--- config.mk ---
export PLATFORM = sky130hd
export DESIGN_NAME = mmm_final
export DESIGN_NICKNAME = d
export VERILOG_FILES = /design/src/rtl/mmm_pkg.sv /design/src/rtl/mmm_final.sv
export SDC_FILE = /design/constraint.sdc
export NUM_CORES = 1
export LEC_CHECK = 0
export BUFFER_PORTS_ARGS = -buffer_cell sky130_fd_sc_hd__buf_2
export CAP_MARGIN = 15
export CORE_ASPECT_RATIO = 1.5
export CORE_MARGIN = 1.5
export CORE_UTILIZATION = 45
export DETAILED_ROUTE_END_ITERATION = 8
export PLACE_DENSITY_LB_ADDON = 0.05
export SLEW_MARGIN = 5
export SYNTH_ARGS = -nofsm -noshare
export SYNTH_HDL_FRONTEND = slang
export SYNTH_SLANG_ARGS = --single-unit
--- constraint.sdc ---
create_clock -name aclk -period 5.66 [get_ports aclk]
set_clock_uncertainty 0.2 [all_clocks]
set_input_delay 1.698 -clock aclk [delete_from_list [all_inputs] [get_ports aclk]]
set_output_delay 1.698 -clock aclk [all_outputs]
set_load 0.05 [all_outputs]
--- src/rtl/mmm_pkg.sv ---
`timescale 1ns / 1ps

package mmm_pkg;

    localparam int WORD_BITS     = 32;
    localparam int ACC_BITS      = 2 * WORD_BITS;
    localparam int OPER_BITS     = 31;
    localparam int DIGIT_BITS    = 8;
    localparam int CELLS_PER_MUL = (WORD_BITS + DIGIT_BITS - 1) / DIGIT_BITS;
    localparam int NUM_MULS      = 3;
    localparam int NUM_CELLS     = NUM_MULS * CELLS_PER_MUL;
    localparam int CFG_DATA_BITS = 32;
    localparam int CFG_IDX_BITS  = 2;

    localparam logic [1:0] MODE_MUL      = 2'd0;
    localparam logic [1:0] MODE_TO_MONT  = 2'd1;
    localparam logic [1:0] MODE_FROM_MONT = 2'd2;

    localparam logic [CFG_IDX_BITS-1:0] CFG_MODULUS   = 2'd0;
    localparam logic [CFG_IDX_BITS-1:0] CFG_MOD_INV   = 2'd1;
    localparam logic [CFG_IDX_BITS-1:0] CFG_R_SQUARED = 2'd2;

    // one word in flight through the multiplier row
    typedef struct packed {
        logic                  err;
        logic [ACC_BITS-1:0]   x;
        logic [ACC_BITS-1:0]   mcand;
        logic [WORD_BITS-1:0]  mplier;
        logic [ACC_BITS-1:0]   acc;
    } mmm_lane_t;

endpackage

--- src/rtl/mmm_final.sv ---
`timescale 1ns / 1ps

module mmm_final import mmm_pkg::*; (
    input  logic                 aclk,
    input  logic                 aresetn,
    input  logic                 in_valid,
    output logic                 in_ready,
    input  mmm_lane_t            in_lane,
    input  logic [OPER_BITS-1:0] modulus,
    output logic                 out_valid,
    input  logic                 out_ready,
    output logic [OPER_BITS-1:0] result,
    output logic                 operand_error
);

    logic                      diff_valid_reg;
    logic                      diff_err_reg;
    logic [ACC_BITS-1:0]       diff_reg;
    logic                      diff_ready;
    logic                      res_valid_reg;
    logic [OPER_BITS-1:0]      res_reg;
    logic                      res_err_reg;
    logic [WORD_BITS-1:0]      quot;
    logic [WORD_BITS-1:0]      corr;
    logic [WORD_BITS-1:0]      ans;

    assign diff_ready = !res_valid_reg || out_ready;
    assign in_ready   = !diff_valid_reg || diff_ready;

    // floor shift of the difference, modulus added back once if negative
    always_comb begin
        quot = diff_reg[ACC_BITS-1:WORD_BITS];
        corr = diff_reg[ACC_BITS-1] ? {{(WORD_BITS-OPER_BITS){1'b0}}, modulus}
                                    : '0;
        ans  = quot + corr;
    end

    always_ff @(posedge aclk) begin
        if (!aresetn) begin
            diff_valid_reg <= 1'b0;
            res_valid_reg  <= 1'b0;
        end else begin
            if (in_ready) begin
                diff_valid_reg <= in_valid;
            end
            if (diff_ready) begin
                res_valid_reg <= diff_valid_reg;
            end
        end
    end

    always_ff @(posedge aclk) begin
        if (in_ready && in_valid) begin
            diff_reg     <= in_lane.x - in_lane.acc;
            diff_err_reg <= in_lane.err;
        end
        if (diff_ready && diff_valid_reg) begin
            res_reg     <= diff_err_reg ? '0 : ans[OPER_BITS-1:0];
            res_err_reg <= diff_err_reg;
        end
    end

    assign out_valid     = res_valid_reg;
    assign result        = res_reg;
    assign operand_error = res_err_reg;

endmodule

=== Yosys cells after proc, flatten, opt, wreduce, memory -nomap -nowiden ===
Index checks and enable logic that the tools add are counted.

* Multiplexer cells: 1
* $add $sub $neg: 2
* Reduce and logical (&&, ||, !) cells: 6

{| class="wikitable"
|+ Operators with widths
! cell !! count
|-
| $sub A64 B64 Y64 || 1
|-
| $add A31 B31 Y31 || 1
|-
| $mux W31 || 1
|-
| $logic_and A1 B1 Y1 || 2
|-
| $logic_not A1 Y1 || 2
|-
| $logic_or A1 B1 Y1 || 2
|}

* Bits of input ports: 260
* Bits in registers: 99
* Output and inout port bits: 34
* Logic and storage cells: 15

=== Longest topological paths before layout ===
Gate-level depths: netlist (run 1).

* Depth in word-level cells: 4
* Gate-level depth with buffers: 14
* Mapped depth without buffers: 13

=== Worst setup path after synthesis (run 1) ===
Ideal clock, no wire load.

* Path type: in2reg
* Start: input port modulus[0]
* End: register res_reg[24] (netlist: result[24]) (data pin)
* Slack: 0.677 ns
* Stages: 13
* Data required time: 5.194 ns
* Path buffers: 0
* Setup time: 0.266 ns
* Arrival: 4.517 ns
* Cells stage by stage: and2_1 > ha_1 > fa_1 > a21o_1 > a21o_1 > a2111oi_4 > o21ai_2 > a2111oi_4 > o31ai_2 > and3_4 > a31o_2 > xor2_1 > nor2b_1

* Word-level cells in the longest chain between the ends: 2

{| class="wikitable"
|+ Ends and longest elaborated chain
! element !! line !! source
|-
| from (decl) || mmm_final.sv:9 || <nowiki>input logic [OPER_BITS-1:0] modulus,</nowiki>
|-
| $mux W31 || mmm_final.sv:33 || <nowiki>corr = diff_reg[ACC_BITS-1] ? {{(WORD_BITS-OPER_BITS){1'b0}}, modulus}</nowiki>
|-
| $add A31 B31 Y31 || mmm_final.sv:35 || <nowiki>ans = quot + corr;</nowiki>
|-
| to (signal assigned) || mmm_final.sv:58 || <nowiki>res_reg <= diff_err_reg ? '0 : ans[OPER_BITS-1:0];</nowiki>
|-
| to (decl) || mmm_final.sv:21 || <nowiki>logic [OPER_BITS-1:0] res_reg;</nowiki>
|}

Every way passes these cells.
A chain may end at the register's enable or synchronous reset.

=== Worst setup path after layout (run 1) ===
* Start: input port in_lane[29] (netlist name)
* End: register diff_reg[58] (data pin)

* Word-level cells in the longest chain between the ends: 1

{| class="wikitable"
|+ Ends and longest elaborated chain
! element !! line !! source
|-
| from (decl) || mmm_final.sv:8 || <nowiki>input mmm_lane_t in_lane,</nowiki>
|-
| $sub A64 B64 Y64 || mmm_final.sv:54 || <nowiki>diff_reg <= in_lane.x - in_lane.acc;</nowiki>
|-
| to (signal assigned) || mmm_final.sv:54 ||
|-
| to (decl) || mmm_final.sv:18 || <nowiki>logic [ACC_BITS-1:0] diff_reg;</nowiki>
|}

Every way passes these cells.

==> impl_metrics.toml, run 1 <==
[outcome]
status = "finished, final reports clean"

[cts]
clk_path_buf_depth = 2
ctsRootBufferMaster = "clkbuf_16"
h-tree-depth = 3
postCtsSetupBuffers = 0
tritoncts = "built"
cts-resized-gates = 0
cts.sinks = 67
cts.reportedPaths.clkPinSlew_ns = 0.05
ctsHoldBuffers = 0
worst_skew_pair.late_latency_ns = 0.33
cts_made_buffers = 9

[sta]
rsz0062_at_grt = "false"
worst_pin_slew_ns = 0.480
maxSlewViolCount = 0
relSlewSlack = 0.672
fin_tns_setup_ns = 0
clock.fmax_mhz = 199
holdWs_ns = 0.314
final_hold_viol_count = 0
setup_violations = 0
period_needed_ns = 5.03
setup_ws_ns = 0.631
fin_crit_sh = 0.889

[global_route]
grt_max_degree = 34
antenna_found_initial = 0
grt_pass1_wl_um = 26800
grt_pass1_vias = 6083
grt.overflow.total = 0
grt_usage = 0.199

[critical_path]
rr_worst_depth = 14
cp-end-kind = "flip-flop"
crit_required_ns = 5.58
crit_path_max_incr_delay_ns = 0.46
path_class = "in -> reg"
arrival_ns = 4.95
crit_top_cell = "nor4_1"
cpMaxStageDelayCell = "o41ai_4"
crit_fanout = 7
critPathLaunchType = "input pin"
crit_chain = "buf_2 > inv_1 > ha_1 > nand4_1 > nor4_1 > o211ai_1 > a21oi_1 > o21ai_0 > nand2_1 > a221oi_4 > o41ai_4 > a2111oi_0 > nor4_1"

[power]
p_seq_frac = 0.317
p_per_area_mw_per_mm2 = 241
pwr-share-comb = 0.433
netSwitchingPower_mw = 0.712
p_leak_nw = 4.19
ir_worst_vdd_mv = 0.175
power_frac_clock = 0.250
p_int_mw = 1.34
switching_share = 0.347
finalPower_mw = 2.05

[floorplanning]
dieHeight_um = 156
start_util = 0.463
rows = 55
coreArea_sq_mm = 0.0151
die_w_um = 105
io-pin-count = 294
die_area_sq_mm = 0.0164

[detailed_routing]
dr.first_iter.drc_count = 203
ant_nets = 0
first_pass_iters = 4
wirelength_um = 16300
vias_per_cell = 5.24
route.detailed.drc = 0
wl_per_cell_um = 13.4
vias = 6358

[placement]
portBuffers = 197
dpl.cell_count = 1197
dp_hpwl_um = 13900
place_ws_ns = 0.340
place.gp.congestion = 0.900
place_area_sq_mm = 0.00822

[finish]
area_growth_pct = 21.2
final_cell_mix = "buf_2 (197), ha_1 (92), a21oi_1 (80), inv_1 (78), edfxtp_1 (65)"
largest_register_ffs = 32
fin_area_sq_mm = 0.00850
fin_nets = 1362
fin_util = 0.562
drive_gt1_frac = 0.230
final_common_cell = "buf_2"
antenna_cells = 0
n_fill_cell = 1542
final_cells = 1213

[yosys]
netlist_instances = 817
seq_area_frac_synth = 0.284
syn_nets = 1170
avgSynthCellArea_sq_um = 8.59
synth_cell_types = 62
synth_flop_cell = "edfxtp_1"
syn_area_sq_mm = 0.00702
synth-edff-count = 65
async_flop_share = 0
ys_ff_latch = 67
synth-warning-count = 0

[worst_hold_path]
hold_class = "reg -> reg"
whs_path_depth = 1

[run]
max_cap_viol_count = 0
[logic make-up (layout without fill, tap and decap cells)]
kind of cell | after synthesis | in the layout | share of synthesized area
xor+xnor | 52 | 52 | 0.0649
simple gates | 237 | 237 | 0.171
compound gates | 264 | 264 | 0.256
flops | 67 | 67 | 0.284
mux | 1 | 1 | 0.00160
fa+ha+maj | 93 | 93 | 0.167
buf+inv | 103 | 300 | 0.0556
[final timing paths]
| path | from | endpoint | slack [ns] |
|---|---|---|---|
| setup reg to reg | diff_reg[63]$_DFFE_PP_ | result[24]$_SDFFCE_PP0P_ | 1.35 |
| hold reg to reg | diff_valid_reg$_SDFFE_PN0N_ | out_valid$_SDFFE_PN0P_ | 0.31 |
| setup / recovery | in_lane[29] | diff_reg[58]$_DFFE_PP_ | 0.63 |
| hold / removal | diff_valid_reg$_SDFFE_PN0N_ | out_valid$_SDFFE_PN0P_ | 0.31 |
[layer usage]
layer	global-route usage	routed length [um]	vias up
met5	0	0	-
met4	0.0718	405	0
met3	0.0464	981	28
met2	0.359	7870	184
met1	0.229	7010	2782
li1	-	-	3364
[cell type report]
cell class                 instances  area, sq um  area share
timing repair buffer             205         1050       0.123
inverter                          79          297      0.0349
clock inverter                     2         10.0     0.00118
clock buffer                      14          274      0.0322
sequential                        67         1990       0.234
tap                              199          249      0.0293
multi-input combinational        647         4640       0.545
[power by group through the flow]
stage               Clock (mW)  Sequential (mW)  Combinational, mW
finish                   0.511            0.650              0.887
global route             0.543            0.656              0.992
CTS                      0.523            0.651              0.889
detailed placement           0            0.659              0.884
global placement             0            0.660              0.881
floorplan                    0            0.732              0.602
[cell usage after synthesis, drive strengths merged, types with 4 or more instances]
cell | instances | area [sq um]
xnor2 | 32 | 280
or3 | 5 | 31.3
xor2 | 20 | 175
nor2b | 16 | 100
nand2b | 8 | 50.1
o22ai | 5 | 31.3
nand3 | 13 | 65.1
a31oi | 12 | 75.1
nand2 | 48 | 180
o21ai | 43 | 219
a21oi | 80 | 400
inv | 78 | 293
o21bai | 15 | 113
edfxtp | 65 | 1950
clkbuf | 21 | 78.8
nor2 | 63 | 236
a211oi | 8 | 60.1
o211ai | 6 | 45.0
ha | 92 | 1150
nor3 | 14 | 70.1
a221oi | 4 | 65.1
nand4 | 21 | 131
o21a | 13 | 97.6
a21o | 53 | 398
and2 | 32 | 200
a2111oi | 4 | 72.6
[worst max-delay path, delay by kind of cell]
family	cells	cell delay, ns
simple gates	4	1.23
fa+ha+maj	1	0.38
compound gates	6	1.53
buf+inv	2	0.10
Note: power is estimated with default switching activity, not from simulation.
==> inputs of run 2 (changes only) <==
Settings changed: REMOVE_ABC_BUFFERS from default to 1.
==> run 2 against run 1 <==
  * Sequential power about the same
  * Worst hold slack lost 0.0036 ns
  * Fmax grew 1.5%
  * Clock power rose by 5.7%
  * Largest cell class unchanged
  * First-iteration DRC count is 4.4% lower
  * Critical path type unchanged
  * Register-to-register slack gained 0.25 ns
  * Utilization increased by 0.083 points
==> impl_metrics.toml, run 2 (synthesis results as in run 1) <==
[outcome]
status = "finished, final reports clean"

[finish]
n_fill_cell = 1523
final_cell_mix = "buf_2 (197), ha_1 (92), a21oi_1 (80), inv_1 (78), edfxtp_1 (65)"
largest_register_ffs = 32
antenna_cells = 0
final_cells = 1212
final_common_cell = "buf_2"
fin_nets = 1361
drive_gt1_frac = 0.231
area_growth_pct = 21.4

[detailed_routing]
first_pass_iters = 4
route.detailed.drc = 0
wirelength_um = 16300
vias = 6325
ant_nets = 0
dr.first_iter.drc_count = 194
vias_per_cell = 5.22
wl_per_cell_um = 13.5

[global_route]
grt_max_degree = 34
grt_pass1_vias = 5983
antenna_found_initial = 0
grt.overflow.total = 0
grt_usage = 0.202
grt_pass1_wl_um = 27000

[power]
p_leak_nw = 4.19
ir_worst_vdd_mv = 0.151
p_per_area_mw_per_mm2 = 244

[cts]
tritoncts = "built"
ctsRootBufferMaster = "clkbuf_16"
h-tree-depth = 3
cts-resized-gates = 0
postCtsSetupBuffers = 0
cts.reportedPaths.clkPinSlew_ns = 0.05
cts_made_buffers = 9
clk_path_buf_depth = 2
ctsHoldBuffers = 0
cts.sinks = 67
worst_skew_pair.late_latency_ns = 0.32

[critical_path]
r2r_slack_ns = 1.60
critPathLaunchType = "input pin"
crit_required_ns = 5.52
cp-end-kind = "flip-flop"
path_class = "in -> reg"
rr_worst_depth = 13
crit_fanout = 4
arrival_ns = 4.82
timing.rr.end = "result[30]$_SDFFCE_PP0P_"
regToRegStartpoint = "diff_reg[63]$_DFFE_PP_"

[run]
max_cap_viol_count = 0

[floorplanning]
dieHeight_um = 156
io-pin-count = 294
coreArea_sq_mm = 0.0151
die_w_um = 105
die_area_sq_mm = 0.0164
start_util = 0.463
rows = 55

[placement]
portBuffers = 197
dp_hpwl_um = 13900
place.gp.congestion = 0.877
dpl.cell_count = 1196

[sta]
setup_violations = 0
clock.fmax_mhz = 202
worst_pin_slew_ns = 0.658
maxSlewViolCount = 0
period_needed_ns = 4.96
final_hold_viol_count = 0
rsz0062_at_grt = "false"
fin_crit_sh = 0.876
fin_tns_setup_ns = 0
relSlewSlack = 0.556

[worst_hold_path]
hold_start = "diff_valid_reg$_SDFFE_PN0N_"
whs_path_depth = 1
hold_path_end = "out_valid$_SDFFE_PN0P_"
hold_class = "reg -> reg"
## run 2: changes by cell type in the layout (fill, tap and decap cells not counted), sizes merged
cell / previous run / this run
buf: 205 / 204
clkbuf: 14 / 10
bufinv: 0 / 1
clkinvlp: 0 / 1
clkinv: 3 / 5
## run 2: metal layers
layer	vias up	GRT usage	share of wire
met2	201	0.360	0.49
met1	2731	0.238	0.43
met4	0	0.0659	0.021
met5	-	0	0
li1	3369	-	-
met3	24	0.0447	0.061
## run 2: layout make-up
class / instances / area [sq um] / share of cell area
clock buffer: 10 / 239 / 0.0281
sequential: 67 / 1990 / 0.234
timing repair buffer: 204 / 1040 / 0.122
clock inverter: 6 / 65.1 / 0.00764
multi-input combinational: 647 / 4640 / 0.544
inverter: 79 / 297 / 0.0348
tap: 199 / 249 / 0.0292
## run 2: power by group
part / switching (mW) / internal [mW]
sequential: 0.0187 / 0.631
combinational: 0.512 / 0.373
clock: 0.188 / 0.352
total: 0.719 / 1.36
## run 2: worst max-delay path by stage
stage | start | end | slack [ns] | cells past startpoint
after floorplan | modulus[0] | result[24]$_SDFFCE_PP0P_ | 0.66 | 13
after global placement | modulus[0] | result[30]$_SDFFCE_PP0P_ | 0.34 | 14
after detailed placement | modulus[0] | result[30]$_SDFFCE_PP0P_ | 0.34 | 14
after CTS | modulus[0] | result[30]$_SDFFCE_PP0P_ | 0.68 | 14
after global routing | modulus[0] | result[30]$_SDFFCE_PP0P_ | 0.42 | 14
final | modulus[0] | result[30]$_SDFFCE_PP0P_ | 0.70 | 14
## run 2: worst max-delay path: stages
cell and delay (ns):
buf_2 0.10, and2_1 0.13, ha_1 0.20, fa_1 0.40
a21o_1 0.19, a21o_1 0.24, a2111oi_4 0.40, o21ai_2 0.17
a2111oi_4 0.42, o31ai_2 0.15, a31oi_1 0.33, o21ai_0 0.18
xnor2_1 0.15, nor2_1 0.05
## run 2: through the flow
step	setup slack, ns	instance area [sq um]	power, mW	utilization	hold WS, ns
6_report	0.705	8520	2.07	0.563	0.310
5_1_grt	0.420	8520	2.22	0.563	0.361
4_1_cts	0.681	8520	2.09	0.563	0.314
3_5_place_dp	0.335	8210	1.54	0.542	0.295
3_3_place_gp	0.342	8210	1.54	0.542	0.294
2_1_floorplan	0.660	6920	1.33	-	0.277
