<file path="config.mk">
export PLATFORM = sky130hd
export DESIGN_NAME = mmm_cell
export DESIGN_NICKNAME = d
export VERILOG_FILES = /design/src/rtl/mmm_pkg.sv /design/src/rtl/mmm_cell.sv
export SDC_FILE = /design/constraint.sdc
export NUM_CORES = 1
export LEC_CHECK = 0
export ABC_CLOCK_PERIOD_IN_PS = 13900
export BUFFER_PORTS_ARGS = -buffer_cell sky130_fd_sc_hd__buf_2
export CORE_MARGIN = 2
export CORE_UTILIZATION = 46
export DETAILED_ROUTE_END_ITERATION = 16
export PLACE_DENSITY_LB_ADDON = 0.25
export RECOVER_POWER = 50
export SYNTH_ARGS = -nofsm -noshare
export SYNTH_HDL_FRONTEND = slang
export SYNTH_SLANG_ARGS = --single-unit
</file>
<file path="constraint.sdc">
create_clock -name aclk -period 13.9 [get_ports aclk]
set_input_delay 0 -clock aclk [delete_from_list [all_inputs] [get_ports aclk]]
set_output_delay 0 -clock aclk [all_outputs]
set_load 0.03 [all_outputs]
</file>
<file path="src/rtl/mmm_pkg.sv">
`timescale 1ns / 1ps

package mmm_pkg;

    localparam int WORD_BITS     = 32;
    localparam int ACC_BITS      = 2 * WORD_BITS;
    localparam int OPER_BITS     = 31;
    localparam int DIGIT_BITS    = 8;
    localparam int CELLS_PER_MUL = (WORD_BITS + DIGIT_BITS - 1) / DIGIT_BITS;
    localparam int NUM_MULS      = 3;
    localparam int NUM_CELLS     = NUM_MULS * CELLS_PER_MUL;
    localparam int CFG_DATA_BITS = 32;
    localparam int CFG_IDX_BITS  = 2;

    localparam logic [1:0] MODE_MUL      = 2'd0;
    localparam logic [1:0] MODE_TO_MONT  = 2'd1;
    localparam logic [1:0] MODE_FROM_MONT = 2'd2;

    localparam logic [CFG_IDX_BITS-1:0] CFG_MODULUS   = 2'd0;
    localparam logic [CFG_IDX_BITS-1:0] CFG_MOD_INV   = 2'd1;
    localparam logic [CFG_IDX_BITS-1:0] CFG_R_SQUARED = 2'd2;

    // one word in flight through the multiplier row
    typedef struct packed {
        logic                  err;
        logic [ACC_BITS-1:0]   x;
        logic [ACC_BITS-1:0]   mcand;
        logic [WORD_BITS-1:0]  mplier;
        logic [ACC_BITS-1:0]   acc;
    } mmm_lane_t;

endpackage

</file>
<file path="src/rtl/mmm_cell.sv">
`timescale 1ns / 1ps

module mmm_cell import mmm_pkg::*; (
    input  logic      aclk,
    input  logic      aresetn,
    input  logic      in_valid,
    output logic      in_ready,
    input  mmm_lane_t in_lane,
    output logic      out_valid,
    input  logic      out_ready,
    output mmm_lane_t out_lane
);

    logic                           valid_reg;
    mmm_lane_t                      lane_reg;
    mmm_lane_t                      lane_next;
    logic [ACC_BITS+DIGIT_BITS-1:0] prod;

    // one digit of the multiplier per cell, multiplicand moves up a digit
    always_comb begin
        prod             = in_lane.mcand * in_lane.mplier[DIGIT_BITS-1:0];
        lane_next        = in_lane;
        lane_next.acc    = in_lane.acc + prod[ACC_BITS-1:0];
        lane_next.mcand  = in_lane.mcand << DIGIT_BITS;
        lane_next.mplier = in_lane.mplier >> DIGIT_BITS;
    end

    assign in_ready  = !valid_reg || out_ready;
    assign out_valid = valid_reg;
    assign out_lane  = lane_reg;

    always_ff @(posedge aclk) begin
        if (!aresetn) begin
            valid_reg <= 1'b0;
        end else if (in_ready) begin
            valid_reg <= in_valid;
        end
    end

    always_ff @(posedge aclk) begin
        if (in_ready && in_valid) begin
            lane_reg <= lane_next;
        end
    end

endmodule

</file>
# After elaboration in Yosys (flattened, before gate mapping)
# Cells that the tools add are included.
# classes
n_addsub	1
multipliers	1
reduce_logical	3
# ops
cell	count
64-bit adder	1
64-bit by 8-bit multiplier with 64-bit output	1
1-bit logical AND	1
1-bit zero test	1
1-bit logical OR	1
# word_totals
regBits	210
inputBits	229
out_inout_bits	227
word_cells	11

# Depth between registers and ports, before layout
# Gate-level depths: netlist of run 1.
# logic_depth
word_depth	3
mapped_depth	23

# Worst setup path before layout of run 1
# Ideal clock, no wire load.
# synth_path
path_type	reg2reg
start	reg valid_reg (netlist: out_valid)
end	reg lane_reg, in the netlist out_lane[0], enable pin
setup_time_ns	0.594
arrival_time_ns	5.537
slack_ns	7.768
stages_incl_launch_ff	3
path_cell_list	dfxtp_1 nand2b_1 and2_1
# synth_via
elab_chain_len	3
# synth_lines
element	line_no	source
start, declared	mmm_cell.sv:14	logic valid_reg;
start signal, assigned	mmm_cell.sv:36	valid_reg <= in_valid;
1-bit zero test	mmm_cell.sv:28	assign in_ready = !valid_reg || out_ready;
1-bit logical OR	mmm_cell.sv:28	
named net in_ready	mmm_cell.sv:7	output logic in_ready,
1-bit logical AND	mmm_cell.sv:41	if (in_ready && in_valid) begin
end signal, assigned	mmm_cell.sv:42	lane_reg <= lane_next;
end, declared	mmm_cell.sv:15	mmm_lane_t lane_reg;
# The timed path passes the listed nets, and every way through them passes these cells.
# A chain may end at the register's enable or synchronous reset.

==> results.sh, run 1 <==
export IMPL_ys_seq_area_share_pct=27.35
export IMPL_rr_startpoint="out_valid"
export IMPL_drcViolationCount=0
export IMPL_min_from="in_lane[199]"
export IMPL_num_vias=17253
export IMPL_wire_per_inst_um=19.15
export IMPL_hold_class="in2reg"
export IMPL_fin_tns_setup_ps=0
export IMPL_numPortBuffers=439
export IMPL_vdd_drop_max_mv=0.1362
export IMPL_first_pass_iters=5
export IMPL_cp_cell_sequence="dlygate4sd3_1, clkbuf_1, nand2_1, fa_1, inv_1, fa_1, fa_1, inv_1, fa_1, inv_1, ha_1, nand4_1, nor3_1, o21ai_2, a2111oi_4, o21ai_1, a31oi_1, a211oi_1, a211oi_1, xnor2_1"
export IMPL_netlist_top_cells_count="inv_1 (481), fa_1 (410), and2_1 (334), edfxtp_1 (209), nand2_1 (196)"
export IMPL_grt_ovfl_total=0
export IMPL_critPathTopFamily="adder cells"
export IMPL_crit_fanout=9
export IMPL_yosys_area_top_type="fa_1"
export IMPL_dieArea_um2=51850
export IMPL_critPathKind="in2reg"
export IMPL_grt_max_degree=74
export IMPL_num_rows=81
export IMPL_area_growth_pct=20.78
export IMPL_antenna_found_initial=5
export IMPL_initial_utilization_pct=46.83
export IMPL_drive_gt1_share_pct=9.964
export IMPL_cts_root_buf="clkbuf_16"
export IMPL_core_um2=49150
export IMPL_skew_ps=11.44
export IMPL_place_detailed_hpwl_um=48280
export IMPL_async_flop_share_pct=0
export IMPL_critPathLaunch="in_lane[122]"
export IMPL_cts_max_level=1
export IMPL_fmax_mhz=169.4
export IMPL_arrival_ps=6210
export IMPL_start_kind="primary input"
export IMPL_crit_slowest_cell="dlygate4sd3_1"
export IMPL_worstMarginPinSlew_ps=1019
export IMPL_status="finished, final reports clean"
export IMPL_leakage_nw=12.96
export IMPL_hold_violations=0
export IMPL_netlist_top_cells_area="fa_1 (36%), edfxtp_1 (27%), and2_1 (9.1%)"
export IMPL_slew_headroom_pct=32.06
export IMPL_nNetsFinal=3433
export IMPL_grtUsageTotal_pct=25.55
export IMPL_tritoncts="done"
export IMPL_fp_dieH_um=227.7
export IMPL_place_congestion=0.9144
export IMPL_clock_sinks=210
export IMPL_cellPowerDensity_nw_per_um2=225.7
export IMPL_drtIter0Drc=763
export IMPL_finalSetupViolCount=0
export IMPL_fillers=4366
export IMPL_synth_edf_count=209
export IMPL_wirelength_um=65300
export IMPL_cts_made_buffers=26
export IMPL_finish_utilization_pct=56.56
export IMPL_ant_nets=0
export IMPL_rsz0062_at_grt="false"
export IMPL_insertion_delay_ps=560
export IMPL_die_x_um=227.7
export IMPL_fin_crit_ps=5904
export IMPL_cts_buffer_depth=3
export IMPL_yosys_cell_types_count=67
export IMPL_required_ps=14200
export IMPL_post_route_period_util_pct=42.48
export IMPL_yosysWarnings=0
export IMPL_syn_area_um2=23020
export IMPL_synth_flop_cell="edfxtp_1"
export IMPL_syn_inst=2175
export IMPL_synth_top_area_share_pct=35.66
export IMPL_grt_pass1_wl_um=101400
export IMPL_cp_end_kind="register"
export IMPL_first_global_vias=18812
export IMPL_ioPinCount=456
export IMPL_finalPower_w=0.006275
export IMPL_cp_num_buf_inv=5
export IMPL_synth_avg_cell_area_um2=10.58
export IMPL_worst_path_largest_cell_delay_ps=580
export IMPL_vias_per_cell=5.061
export IMPL_yosysMostFrequentCell="inv_1"
export IMPL_ys_seq_elements=210
export IMPL_cts_reportedPaths_clkPinSlew_ps=60
export IMPL_cap_violations=0
export IMPL_path_common_cell="fa_1"
export IMPL_maxSlewViolCount=0
## what timing repair did
action                                 in CTS  in global routing
gates resized for setup                     0                  0
endpoints found under the hold margin     148                  0
hold buffers                              148                  0
setup buffers                               0                  0
setup endpoints to repair                   0                  0
## through the flow
| step | worst slack, ps | hold slack [ps] | std cells | area [um^2] |
|---|---|---|---|---|
| after floorplan | 7768 | 98.87 | 2190 | 23070 |
| after global placement | 7857 | 177.2 | 3209 | 25750 |
| after detailed placement | 7782 | 178.1 | 3209 | 25750 |
| after CTS | 8385 | 116.0 | 3404 | 28080 |
| after global routing | 7725 | 134.4 | 3409 | 27800 |
| final | 7996 | 150.5 | 3409 | 27800 |
## worst paths after layout
kind	to	slack, ps	cells after the start
hold / removal	out_lane[199]	150	2
setup / recovery	out_lane[63]	8000	20
hold reg to reg	out_valid	1120	3
setup reg to reg	out_lane[59]	10540	4
## routing by layer
metal | GRT usage [%] | share of wire [%] | wire length, um
met5 | 0 | 0 | 0
met4 | 10.18 | 3.8 | 2459
met3 | 3.857 | 6.9 | 4473
met2 | 43.20 | 48 | 31360
met1 | 33.21 | 41 | 27000
## final cells by class
class | instances | area (um^2) | area share, %
antenna | 5 | 12.51 | 0.04501
multi-input combinational | 1405 | 14550 | 52.32
inverter | 481 | 1805 | 6.494
clock buffer | 35 | 715.7 | 2.574
tap | 664 | 830.8 | 2.988
clock inverter | 12 | 132.6 | 0.4771
sequential | 210 | 6296 | 22.65
timing repair buffer | 597 | 3462 | 12.45
## registers in the layout (all words and copies together) (netlist names)
| name | cells |
|---|---|
| out_lane | 209 |
| out_valid | 1 |
## power breakdown
part / internal (W) / leakage (nW) / switching (W)
sequential: 0.00103 / 2.03 / 0.0000550
combinational: 0.00168 / 10.5 / 0.00283
clock: 0.000400 / 0.408 / 0.000282
## cells by family after synthesis
family / Yosys count / synth area share (%)
AND/OR/NAND/NOR: 625 / 14.56
buffers and inverters: 575 / 9.714
adder cells (fa/ha/maj): 483 / 39.63
flip-flops: 210 / 27.35
AO/OA/AOI/OAI: 208 / 5.952
XOR/XNOR: 73 / 2.778
other: 1 / 0.01629
## placed cells by master (no fill, tap or decap), types with 26 or more instances in the layout
cell type	instances
a21o_1	30
a21oi_1	65
and2_1	332
buf_2	206
clkbuf_1	240
clkbuf_16	27
dlygate4sd3_1	148
edfxtp_1	209
fa_1	410
ha_1	73
inv_1	481
nand2_1	196
nor2_1	31
o21ai_0	37
xnor2_1	47
xor2_1	26
(Power assumes the default switching activity.)
==> inputs of run 2 (changes only) <==
--- a/config.mk
+++ b/config.mk
@@ -5,7 +5,8 @@
 export SDC_FILE = /design/constraint.sdc
 export NUM_CORES = 1
 export LEC_CHECK = 0
-export ABC_CLOCK_PERIOD_IN_PS = 13900
+export ABC_AREA = 1
+export ABC_CLOCK_PERIOD_IN_PS = 4740
 export BUFFER_PORTS_ARGS = -buffer_cell sky130_fd_sc_hd__buf_2
 export CORE_MARGIN = 2
 export CORE_UTILIZATION = 46
==> constraint.sdc (replaced) <==
create_clock -name aclk -period 4.74 [get_ports aclk]
set_input_delay 0 -clock aclk [delete_from_list [all_inputs] [get_ports aclk]]
set_output_delay 0 -clock aclk [all_outputs]
set_load 0.03 [all_outputs]
==> run 2 against run 1 <==
Highest routed layer is now met5. Cell count up 34%. Synthesized cell count grew 49%. Power grew to 3.6 times the previous value. Critical endpoint is now out_lane[60]. Clock power grew to 3.0 times the previous value. Combinational power rose to 3.8 times the previous value. Final area rose by 12%. Largest cell class unchanged.
==> results.sh, run 2 <==
export IMPL_num_vias=21299
export IMPL_fin_tns_setup_ps=0
export IMPL_synth_flop_cell="edfxtp_1"
export IMPL_place_congestion=1.013
export IMPL_syn_inst=3232
export IMPL_synth_top_area_share_pct=31.89
export IMPL_min_from="in_lane[157]"
export IMPL_ys_seq_area_share_pct=24.46
export IMPL_critPathKind="in2reg"
export IMPL_wire_per_inst_um=16.88
export IMPL_grt_ovfl_total=0
export IMPL_post_route_period_util_pct=95.63
export IMPL_grt_pass1_wl_um=121800
export IMPL_cts_made_buffers=27
export IMPL_hold_path_cell_count=8
export IMPL_rrSetupSlack_ps=2670
export IMPL_ant_nets=0
export IMPL_antenna_found_initial=4
export IMPL_drcViolationCount=0
export IMPL_synth_edf_count=209
export IMPL_grt_max_degree=116
export IMPL_fillers=5239
export IMPL_crit_fanout=9
export IMPL_final_cell_mix="inv_1 (1,059), nand2_1 (996), fa_1 (410), buf_2 (251), edfxtp_1 (209)"
export IMPL_yosysMostFrequentCell="inv_1"
export IMPL_hold_class="in2reg"
export IMPL_status="finished, final reports clean"
export IMPL_maxSlewViolCount=0
export IMPL_fmax_mhz=220.6
export IMPL_drive_gt1_share_pct=11.22
export IMPL_first_global_vias=22591
export IMPL_netlist_top_cells_count="inv_1 (1,059), nand2_1 (996), fa_1 (410), edfxtp_1 (209), clkbuf_1 (93)"
export IMPL_core_um2=55200
export IMPL_largest_register_ffs=209
export IMPL_yosys_area_top_type="fa_1"
export IMPL_leakage_nw=18.19
export IMPL_synth_avg_cell_area_um2=7.964
export IMPL_hold_violations=0
export IMPL_rr_startpoint="out_valid"
export IMPL_place_detailed_hpwl_um=61940
export IMPL_yosys_cell_types_count=36
export IMPL_cp_end_kind="register"
export IMPL_reg2reg_depth=2
export IMPL_required_ps=5090
export IMPL_ys_seq_elements=210
export IMPL_ioPinCount=456
export IMPL_die_x_um=240.6
export IMPL_cts_buffer_depth=3
export IMPL_sequential_cell_area_um2=6296
export IMPL_numPortBuffers=439
export IMPL_timing_rr_end="out_lane[48]"
export IMPL_rsz0062_at_grt="false"
export IMPL_finalSetupViolCount=0
export IMPL_dieArea_um2=57870
export IMPL_yosysWarnings=0
export IMPL_final_common_cell="inv_1"
export IMPL_multi_input_area_um2=14970
export IMPL_clock_sinks=210
export IMPL_hold_end="out_lane[63]"
export IMPL_start_kind="primary input"
export IMPL_wirelength_um=77210
export IMPL_insertion_delay_ps=600
export IMPL_area_growth_pct=21.17
export IMPL_tritoncts="done"
export IMPL_worstMarginPinSlew_ps=814.5
export IMPL_first_pass_iters=5
export IMPL_vdd_drop_max_mv=0.4516
export IMPL_drtIter0Drc=1236
export IMPL_arrival_ps=4880
export IMPL_nNetsFinal=4518
export IMPL_num_rows=86
export IMPL_vias_per_cell=4.656
export IMPL_syn_area_um2=25740
export IMPL_cts_max_level=1
export IMPL_slew_headroom_pct=45.58
export IMPL_cap_violations=0
export IMPL_async_flop_share_pct=0
export IMPL_cts_root_buf="clkbuf_16"
export IMPL_netlist_top_cells_area="fa_1 (32%), edfxtp_1 (24%), inv_1 (15%)"
export IMPL_fin_crit_ps=4533
export IMPL_cts_reportedPaths_clkPinSlew_ps=60
export IMPL_fp_dieH_um=240.6
export IMPL_skew_ps=34.96
export IMPL_cellPowerDensity_nw_per_um2=719.0
export IMPL_grtUsageTotal_pct=27.53
export IMPL_fin_hold_ws_ps=64.02
export IMPL_initial_utilization_pct=46.63
==> run 2: cell count changes in the layout (fill, tap and decap cells not counted), sizes merged, moves of 8 or more <==
| cell | change |
|---|---|
| a21o | -24 |
| a21oi | -8 |
| and2 | -331 |
| buf | +103 |
| clkbuf | -46 |
| inv | +585 |
| nand2 | +815 |
| nand3 | +75 |
| nor2 | +51 |
| nor3 | +9 |
| o21a | -12 |
| o21ai | -27 |
| xnor2 | -42 |
==> run 2: worst max-delay path by stage <==
stage | slack, ps | cells past startpoint | start | to
after CTS | 350 | 24 | in_lane[136] | out_lane[63]
final | 210 | 19 | in_lane[151] | out_lane[60]
after global placement | 130 | 18 | in_lane[68] | out_lane[50]
after floorplan | 390 | 1 | out_valid | out_lane[0]
after global routing | 7 | 24 | in_lane[137] | out_lane[63]
after detailed placement | 110 | 20 | in_lane[68] | out_lane[50]
==> run 2: kinds of logic after synthesis <==
group | count (synthesis) | synth area share [%]
adder cells (fa/ha/maj) | 483 | 35.43
other | 1 | 0.01457
AND/OR/NAND/NOR | 1220 | 19.35
flip-flops | 210 | 24.46
AO/OA/AOI/OAI | 94 | 2.022
XOR/XNOR | 32 | 1.089
buffers and inverters | 1192 | 17.63
==> run 2: power breakdown <==
group | switching (W) | internal, W
Clock | 0.000889 | 0.00116
Combinational | 0.0115 | 0.00579
Sequential | 0.000152 | 0.00297
==> run 2: area by class of cell <==
class | count | share of cell area, %
multi-input cells | 1845 | 48.00
clock inverters | 14 | 0.4332
repair buffers | 657 | 13.20
flip-flops and latches | 210 | 20.19
well taps | 748 | 3.001
clock buffers | 34 | 2.347
inverters | 1065 | 12.82
diodes | 2 | 0.01605
==> run 2: metal layers <==
layer | wire length, um | GRT usage [%]
met5 | 13 | 0
met3 | 5207 | 3.717
met2 | 38190 | 48.76
met4 | 3076 | 10.30
met1 | 30720 | 34.29
==> run 2: repair_timing <==
action	CTS	global route
buffers inserted	0	0
resized for setup	0	1
endpoints found under the hold margin	167	0
setup endpoints to repair	0	1
hold buffers	150	0
==> run 2: stage by stage <==
stage / worst slack (ps) / std cells / util (%) / power [W] / instance area [um^2]
6_report: 207.1 / 4575 / 56.51 / 0.02243 / 31190
4_1_cts: 345.7 / 4573 / 56.91 / 0.02251 / 31420
3_5_place_dp: 109.9 / 4375 / 52.62 / 0.02027 / 29050
3_3_place_gp: 128.1 / 4375 / 52.62 / 0.02014 / 29050
5_1_grt: 6.986 / 4575 / 56.51 / 0.02456 / 31190
2_1_floorplan: 388.6 / 3247 / - / 0.01424 / 25810
==> run 2: worst max-delay path, cell delays in order <==
cell           delay [ps]
dlygate4sd3_1         520
clkbuf_1              420
nand2_1               160
fa_1                  520
inv_1                  50
fa_1                  490
inv_1                  50
fa_1                  510
fa_1                  490
inv_1                  40
ha_1                  380
a21oi_1               380
o21ai_0               200
a21oi_1               190
nand2_1                90
a21oi_1               170
nand2_1                70
nand2_1                60
nand2_1                60
==> inputs of run 3 (changes only) <==
--- a/config.mk
+++ b/config.mk
@@ -8,11 +8,12 @@
 export ABC_AREA = 1
 export ABC_CLOCK_PERIOD_IN_PS = 4740
 export BUFFER_PORTS_ARGS = -buffer_cell sky130_fd_sc_hd__buf_2
-export CORE_MARGIN = 2
+export CORE_MARGIN = 5
 export CORE_UTILIZATION = 46
 export DETAILED_ROUTE_END_ITERATION = 16
 export PLACE_DENSITY_LB_ADDON = 0.25
 export RECOVER_POWER = 50
+export SETUP_SLACK_MARGIN = 0.1
 export SYNTH_ARGS = -nofsm -noshare
 export SYNTH_HDL_FRONTEND = slang
 export SYNTH_SLANG_ARGS = --single-unit
==> run 3 against run 2 <==
Sequential cell count is the same. Global-route usage down 1.7 points. Power rose by 2.8%. Clock skew shrank 25 ps. Setup slack gained 64 ps. Via count is essentially flat. Fmax grew 1.4%. Cell count is 0.90% higher. Clock-buffer cell count fell by 3. Largest cell class unchanged.
==> results.sh, run 3 (same netlist as run 2, synthesis figures left out) <==
export IMPL_status="finished, final reports clean"
export IMPL_vdd_drop_max_mv=0.3953
export IMPL_cts_reportedPaths_clkPinSlew_ps=60
export IMPL_p_clk_share_pct=8.6
export IMPL_tritoncts="done"
export IMPL_worstMarginPinSlew_ps=920.0
export IMPL_drtIter0Drc=1182
export IMPL_wl_met3_um=5300
export IMPL_hold_class="in2reg"
export IMPL_multi_input_area_um2=14980
export IMPL_skew_ps=9.651
export IMPL_ant_nets=0
export IMPL_insertion_delay_ps=570
export IMPL_fmax_mhz=223.8
export IMPL_clock_sinks=210
export IMPL_fillers=5331
export IMPL_nNetsFinal=4559
export IMPL_drive_gt1_share_pct=11.95
export IMPL_first_pass_iters=5
export IMPL_cts_made_buffers=26
export IMPL_cts_root_buf="clkbuf_16"
export IMPL_drcViolationCount=0
export IMPL_fp_dieH_um=246.6
export IMPL_final_common_cell="inv_1"
export IMPL_rr_startpoint="out_valid"
export IMPL_start_kind="primary input"
export IMPL_grt_max_degree=104
export IMPL_place_congestion=0.9958
export IMPL_die_x_um=246.6
export IMPL_cts_buffer_depth=3
export IMPL_wirelength_um=77900
export IMPL_finalSetupViolCount=0
export IMPL_critPathKind="in2reg"
export IMPL_maxSlewViolCount=0
export IMPL_fin_crit_ps=4469
export IMPL_slew_headroom_pct=38.53
export IMPL_antenna_found_initial=1
export IMPL_initial_utilization_pct=46.54
export IMPL_p_int_w=0.01042
export IMPL_rsz0062_at_grt="false"
export IMPL_num_vias=21295
export IMPL_core_um2=55310
export IMPL_grt_pass1_wl_um=122100
export IMPL_reg2reg_depth=2
export IMPL_p_comb_share_pct=77.9
export IMPL_numPortBuffers=439
export IMPL_seq_power_share_pct=13.5
export IMPL_place_detailed_hpwl_um=63100
export IMPL_cts_max_level=1
export IMPL_wl_met2_um=38650
export IMPL_sequential_cell_area_um2=6296
export IMPL_area_growth_pct=22.42
export IMPL_leakage_nw=18.38
export IMPL_largest_register_ffs=209
export IMPL_fin_tns_setup_ps=0
export IMPL_grtUsageTotal_pct=25.85
export IMPL_cellPowerDensity_nw_per_um2=731.7
export IMPL_finalPower_w=0.02306
export IMPL_vias_per_cell=4.613
export IMPL_cp_end_kind="register"
export IMPL_grt_ovfl_total=0
export IMPL_crit_fanout=9
export IMPL_top_layer_used="met4"
export IMPL_critPathLaunch="in_lane[107]"
export IMPL_ioPinCount=456
export IMPL_wl_met1_um=30870
export IMPL_hold_violations=0
export IMPL_post_route_period_util_pct=94.28
export IMPL_p_switching_w=0.01264
export IMPL_sw_frac_of_total_pct=54.82
export IMPL_first_global_vias=22590
export IMPL_required_ps=5060
export IMPL_final_cell_mix="inv_1 (1,059), nand2_1 (996), fa_1 (410), buf_2 (245), edfxtp_1 (209)"
export IMPL_num_rows=86
export IMPL_timing_rr_end="out_lane[51]"
export IMPL_rrSetupSlack_ps=2620
export IMPL_dieArea_um2=60790
export IMPL_wire_per_inst_um=16.88
export IMPL_arrival_ps=4790
export IMPL_cap_violations=0
export IMPL_critPathCapture="out_lane[52]"
[run 3: power groups by stage]
stage | Combinational [W] | Clock, W | Sequential [W]
6_report | 0.0180 | 0.00198 | 0.00311
5_1_grt | 0.0200 | 0.00212 | 0.00316
4_1_cts | 0.0180 | 0.00204 | 0.00311
3_5_place_dp | 0.0179 | 0 | 0.00314
3_3_place_gp | 0.0178 | 0 | 0.00315
2_1_floorplan | 0.0104 | 0 | 0.00385
[run 3: worst min-delay path by stage]
stage / slack, ps / cells past startpoint / endpoint / from
after floorplan: 100 / 0 / out_lane[104] / in_lane[96]
after global placement: 180 / 1 / out_lane[187] / in_lane[187]
after detailed placement: 180 / 1 / out_lane[191] / in_lane[191]
after CTS: 60 / 3 / out_lane[190] / out_ready
after global routing: 110 / 3 / out_lane[190] / out_ready
final: 100 / 8 / out_lane[63] / in_lane[157]
[run 3: layout make-up]
type                            instances  share of cell area [%]
Antenna cell                            1                0.007941
Clock buffer                           31                   2.124
Clock inverter                         17                  0.5360
Inverter                             1065                   12.69
Multi-Input combinational cell       1845                   47.54
Sequential cell                       210                   19.98
Tap cell                              748                   2.970
Timing Repair Buffer                  699                   14.15
[run 3: stage by stage]
step           setup WS (ps)  cell area (um^2)  util (%)  std cells  hold WS, ps
3_5_place_dp           202.9             29390     53.14       4417        178.1
2_1_floorplan          388.6             25810         -       3247        98.87
5_1_grt                56.58             31510     56.97       4616        111.2
3_3_place_gp           232.0             29390     53.14       4417        176.1
6_report               271.2             31510     56.97       4616        104.9
4_1_cts                295.0             31730     57.37       4615        57.17
[run 3: worst max-delay path, cell delays in order]
cell and delay (ps):
dlygate4sd3_1 550, clkbuf_1 410, nand2_1 100, inv_1 90
fa_1 440, fa_1 530, fa_1 500, inv_1 50
fa_1 470, inv_1 40, ha_1 320, nand2_1 170
inv_1 70, a21oi_1 360, inv_1 70, nand2_1 60
nand2_1 60, inv_1 60, nand3_1 130, nand2_1 120
nand3_1 70, nand2_1 60, nand2_1 50
[run 3: timing repair]
item	4_1_cts	5_1_grt
buffers inserted	0	0
endpoints found under the setup margin	0	4
gates resized for setup	0	9
endpoints found under the hold margin	166	0
hold buffers	150	0
[run 3: metal layers]
layer	global-route usage, %	vias up
li1	-	10305
met3	4.415	144
met2	46.19	701
met4	8.812	0
met5	0	-
met1	31.73	10145
